File: src/rtl/core/jh2d_pkg.sv
// Shared types and constants of the two-dimensional joint histogram binner.
// Used by every module under rtl/core; depends on nothing else.
`default_nettype none

package jh2d_pkg;

    // Default values of the top-level parameters.
    localparam int DEF_BINS      = 128;
    localparam int DEF_SLICES    = 4;
    localparam int DEF_SUM_WIDTH = 48;

    // Fixed field widths of the item and result formats.
    localparam int VAL_W     = 32;
    localparam int SLICE_FW  = 2;
    localparam int RD_BIN_W  = 7;
    localparam int OUT_SUM_W = 48;
    localparam int CFG_IDX_W = 3;

    // Depth of the command queue between the binning front and the update back.
    localparam int QUEUE_DEPTH = 4;

    typedef enum logic [CFG_IDX_W-1:0] {
        CFG_MIN_A      = 3'd0,
        CFG_MIN_B      = 3'd1,
        CFG_SCALE_A    = 3'd2,
        CFG_SCALE_B    = 3'd3,
        CFG_BIN_WEIGHT = 3'd4
    } t_cfg_idx;

    typedef enum logic {
        OP_SAMPLE = 1'b0,
        OP_READ   = 1'b1
    } t_op;

    typedef enum logic [1:0] {
        BK_CLEAR,
        BK_IDLE,
        BK_EXEC
    } t_back_state;

    typedef struct packed {
        logic                       kind;
        logic [SLICE_FW-1:0]        slice;
        logic signed [VAL_W-1:0]    value_a;
        logic signed [VAL_W-1:0]    value_b;
        logic [RD_BIN_W-1:0]        read_bin_a;
        logic [RD_BIN_W-1:0]        read_bin_b;
    } t_item;

    typedef struct packed {
        logic                  in_range;
        logic [OUT_SUM_W-1:0]  bin_sum;
        logic                  saturated;
    } t_result;

    // Binning registers as seen by the front end.
    typedef struct packed {
        logic [VAL_W-1:0] min_a;
        logic [VAL_W-1:0] min_b;
        logic [VAL_W-1:0] scale_a;
        logic [VAL_W-1:0] scale_b;
    } t_bin_cfg;

    // Control part of one queued command; the bin address travels beside it.
    typedef struct packed {
        t_op  op;
        logic hit;
    } t_cmd_ctl;

endpackage

`default_nettype wire

File: src/rtl/core/jh2d_fifo.sv
// Small register-based queue carrying binned commands from front to back.
// Depends on jh2d_pkg for its default depth.
`default_nettype none

module jh2d_fifo
    import jh2d_pkg::*;
#(
    parameter int WIDTH = 8,
    parameter int DEPTH = QUEUE_DEPTH
) (
    input  wire logic                       i_clk,
    input  wire logic                       i_rst_n,
    input  wire logic                       i_push,
    input  wire logic [WIDTH-1:0]           i_wdata,
    input  wire logic                       i_pop,
    output logic [WIDTH-1:0]                o_rdata,
    output logic                            o_empty,
    output logic [$clog2(DEPTH+1)-1:0]      o_count
);

    localparam int PTR_W = $clog2(DEPTH);
    localparam int CNT_W = $clog2(DEPTH + 1);

    logic [WIDTH-1:0] r_slot [DEPTH];
    logic [PTR_W-1:0] r_wr_ptr, n_wr_ptr;
    logic [PTR_W-1:0] r_rd_ptr, n_rd_ptr;
    logic [CNT_W-1:0] r_count, n_count;

    always_comb begin
        n_wr_ptr = r_wr_ptr;
        n_rd_ptr = r_rd_ptr;
        n_count  = r_count;
        if (i_push) begin
            n_wr_ptr = (r_wr_ptr == PTR_W'(DEPTH - 1)) ? '0 : r_wr_ptr + 1'b1;
        end
        if (i_pop) begin
            n_rd_ptr = (r_rd_ptr == PTR_W'(DEPTH - 1)) ? '0 : r_rd_ptr + 1'b1;
        end
        if (i_push && !i_pop) begin
            n_count = r_count + 1'b1;
        end else if (!i_push && i_pop) begin
            n_count = r_count - 1'b1;
        end
    end

    always_ff @(posedge i_clk) begin
        if (!i_rst_n) begin
            r_wr_ptr <= '0;
            r_rd_ptr <= '0;
            r_count  <= '0;
        end else begin
            r_wr_ptr <= n_wr_ptr;
            r_rd_ptr <= n_rd_ptr;
            r_count  <= n_count;
        end
    end

    always_ff @(posedge i_clk) begin
        if (i_push) begin
            r_slot[r_wr_ptr] <= i_wdata;
        end
    end

    assign o_rdata = r_slot[r_rd_ptr];
    assign o_empty = (r_count == '0);
    assign o_count = r_count;

endmodule

`default_nettype wire

File: config.mk
export PLATFORM = sky130hd
export DESIGN_NAME = jh2d_fifo
export DESIGN_NICKNAME = d
export VERILOG_FILES = /design/src/rtl/core/jh2d_pkg.sv /design/src/rtl/core/jh2d_fifo.sv
export SDC_FILE = /design/constraint.sdc
export NUM_CORES = 1
export LEC_CHECK = 0
export BUFFER_PORTS_ARGS = -buffer_cell sky130_fd_sc_hd__buf_2
export CAP_MARGIN = 40
export CORE_MARGIN = 10
export CORE_UTILIZATION = 55
export CTS_CLUSTER_DIAMETER = 80
export DETAILED_ROUTE_END_ITERATION = 7
export PLACE_DENSITY = 0.87
export SYNTH_ARGS = -nofsm -noshare
export SYNTH_HDL_FRONTEND = slang
export SYNTH_SLANG_ARGS = --single-unit
File: constraint.sdc
create_clock -name i_clk -period 1.9 [get_ports i_clk]
set_input_delay 0 -clock i_clk [delete_from_list [all_inputs] [get_ports i_clk]]
set_output_delay 0 -clock i_clk [all_outputs]
set_load 0.005 [all_outputs]
==> out/metrics.csv <==
metric,value,unit
start_util,57.8,%
place_hpwl,1890,um
power_density,955,mW/mm2
fill_cells,190,
skew,0.00326,ns
synth_area,0.00161,mm2
grt_pass1_vias,939,
dr.pass1.iters,4,
pwr-share-clk,31.1,%
end_kind,flip-flop,
p_int,1.44,mW
grt_pass1_wl,4460,um
cts_buffers,5,
ys_ff_latch,41,
tns,0,ns
peakVddDrop,0.770,mV
gp_congestion,0.690,
cp_max_fo,3,
totalWireLength,2760,um
grt-ovfl-total,0,
fin_area,0.00194,mm2
cts_setup_buffers,0,
synth_top_cell_by_area,edfxtp_1,
placed_area,0.00175,mm2
setup_violations,0,
final_util,69.7,%
fin_ws,0.189,ns
drt_iter0_drc,39,
syn_inst,85,
chipWidth,74.1,um
ant_nets,0,
dp.cells,137,
grt_max_degree,14,
p_seq_share,57.3,%
finalHoldViolCount,0,
min_path_type,in2reg,
wl_per_cell,17.8,um
die_h,74.1,um
yosys-top-cells-area,"edfxtp_1 (60%), dfxtp_1 (11%), mux4_2 (11%)",
combPwrFrac,11.6,%
htree_num_levels,2,
ys.warnings.count,0,
ioPinCount,24,
syn2layout_area_growth,20.6,%
syn_area_per_cell,18.9,um2
swShare,22.0,%
io_buffers,23,
num_vias,832,
clockRootBuffer,clkbuf_4,
cts_buffer_depth,2,
rsz0062_at_grt,false,
antenna_found_initial,0,
startpoint_type,primary input,
criticalPathCategory,in2reg,
fin_crit,1.71,ns
drc,0,
fmax,585,MHz
ys_seq_area_share,71.0,%
arrival,2.00,ns
nets,142,
dieArea,0.00549,mm2
p_sw,0.407,mW
worstMarginPinSlew,0.420,ns
track_usage,11.0,%
stdcell_count,155,
tritoncts,built,
run_status,completed,
synth_nets,104,
leakagePower,0.733,nW
drive_gt1_share,32.3,%
clk_latency,0.34,ns
period_share,90.0,%
maxSlewHeadroom,72.0,%
n_antenna_cell,0,
synth_top_area_share,59.8,%
clk_transition_reported_paths,0.12,ns
drv_cap,0,
pre_cts_slack,0.366,ns
critPathRequiredTime,2.19,ns
cts.sinks,41,
rows,19,
via_per_inst,5.37,
slew_viol_final,0,
synth_cell_type_count,19,
core,0.00278,mm2
power groups by stage:
stage	combinational [mW]	sequential [mW]	clock (mW)
2_1_floorplan	0.127	1.06	0
3_3_place_gp	0.192	1.08	0
3_5_place_dp	0.205	1.08	0
4_1_cts	0.220	1.06	0.589
5_1_grt	0.243	1.07	0.627
6_report	0.215	1.06	0.576
critical path, cell delays in order:
cell and delay (ns):
dlygate4sd3_1 0.54, buf_2 0.14, inv_1 0.07, ha_1 0.18, inv_1 0.07, fa_1 0.39
xor2_1 0.16, or3_1 0.30, a21boi_1 0.13
registers in the layout, indices dropped and copies added (netlist names), named ones only:
name	cells
r_slot	32
o_count	3
r_rd_ptr	2
r_wr_ptr	2
metal layers:
layer | share of wire [%] | GRT usage, % | up-vias
li1 | - | - | 398
met1 | 40 | 13.0 | 404
met2 | 50 | 16.0 | 26
met3 | 8.6 | 5.85 | 4
met4 | 1.5 | 5.80 | 0
met5 | 0 | 0 | -
layout by cell type (no fill, tap or decap):
cell           synthesis  routed
nor3_1                 2       2
mux4_2                 8       8
clkbuf_16              0       2
dfxtp_2                0       1
mux2i_1                4       4
clkinv_2               0       1
xor2_1                 1       1
clkbuf_4               0       5
fa_1                   1       1
o21ai_0                1       1
and2_1                 5       5
dlygate4sd3_1          0      10
ha_1                   6       6
xnor2_1                1       1
inv_1                  4       4
o21a_1                 1       1
nor2b_1                5       5
a21boi_1               1       1
buf_2                  0      23
dfxtp_1                9       8
nor2_1                 1       1
or3_1                  1       1
edfxtp_1              32      32
synth_stat cells:
| master | n |
|---|---|
| dfxtp_1 | 9 |
| mux4_2 | 8 |
| ha_1 | 6 |
| a21boi_1 | 1 |
| nor3_1 | 2 |
| and2_1 | 5 |
| fa_1 | 1 |
| inv_1 | 4 |
| clkbuf_2 | 1 |
| buf_6 | 1 |
| edfxtp_1 | 32 |
| nor2b_1 | 5 |
| mux2i_1 | 4 |
| o21a_1 | 1 |
| or3_1 | 1 |
| xor2_1 | 1 |
| o21ai_0 | 1 |
| xnor2_1 | 1 |
| nor2_1 | 1 |
cell type report:
| cell class | instances | area, um2 | share of cell area [%] |
|---|---|---|---|
| flip-flops and latches | 41 | 1140 | 58.9 |
| multi-input cells | 38 | 435 | 22.5 |
| repair buffers | 33 | 215 | 11.1 |
| clock buffers | 7 | 87.6 | 4.52 |
| well taps | 31 | 38.8 | 2.00 |
| inverters | 4 | 15.0 | 0.774 |
| clock inverters | 1 | 5.00 | 0.258 |
worst paths after layout:
| kind | cells past startpoint | slack, ns | end | startpoint |
|---|---|---|---|---|
| setup / recovery | 9 | 0.19 | o_count[2] | i_pop |
| hold / removal | 3 | 0.03 | r_wr_ptr[1] | i_push |
| setup reg to reg | 4 | 0.40 | o_count[2] | o_count[0] |
| hold reg to reg | 2 | 0.54 | o_count[2] | o_count[2] |
cells by family (layout without fill, tap and decap cells):
family | after synthesis | in the layout | share of synthesized area [%]
flip-flops | 41 | 41 | 71.0
AND/OR/NAND/NOR | 14 | 14 | 5.14
multiplexers | 12 | 12 | 13.7
adder cells (fa/ha/maj) | 7 | 7 | 5.91
buffers and inverters | 6 | 45 | 1.94
AO/OA/AOI/OAI | 3 | 3 | 1.25
XOR/XNOR | 2 | 2 | 1.09
per-stage QoR:
| stage | power, mW | hold slack (ns) |
|---|---|---|
| floorplan | 1.19 | 0.0989 |
| global placement | 1.27 | 0.214 |
| detailed placement | 1.29 | 0.224 |
| CTS | 1.87 | 0.00373 |
| global route | 1.94 | 0.0421 |
| finish | 1.85 | 0.0320 |
timing repair:
item,in CTS,in global routing
hold buffers,9,1
hold endpoints to repair,41,1
gates resized for setup,0,1
endpoints found under the setup margin,0,6
(Power assumes the default switching activity.)
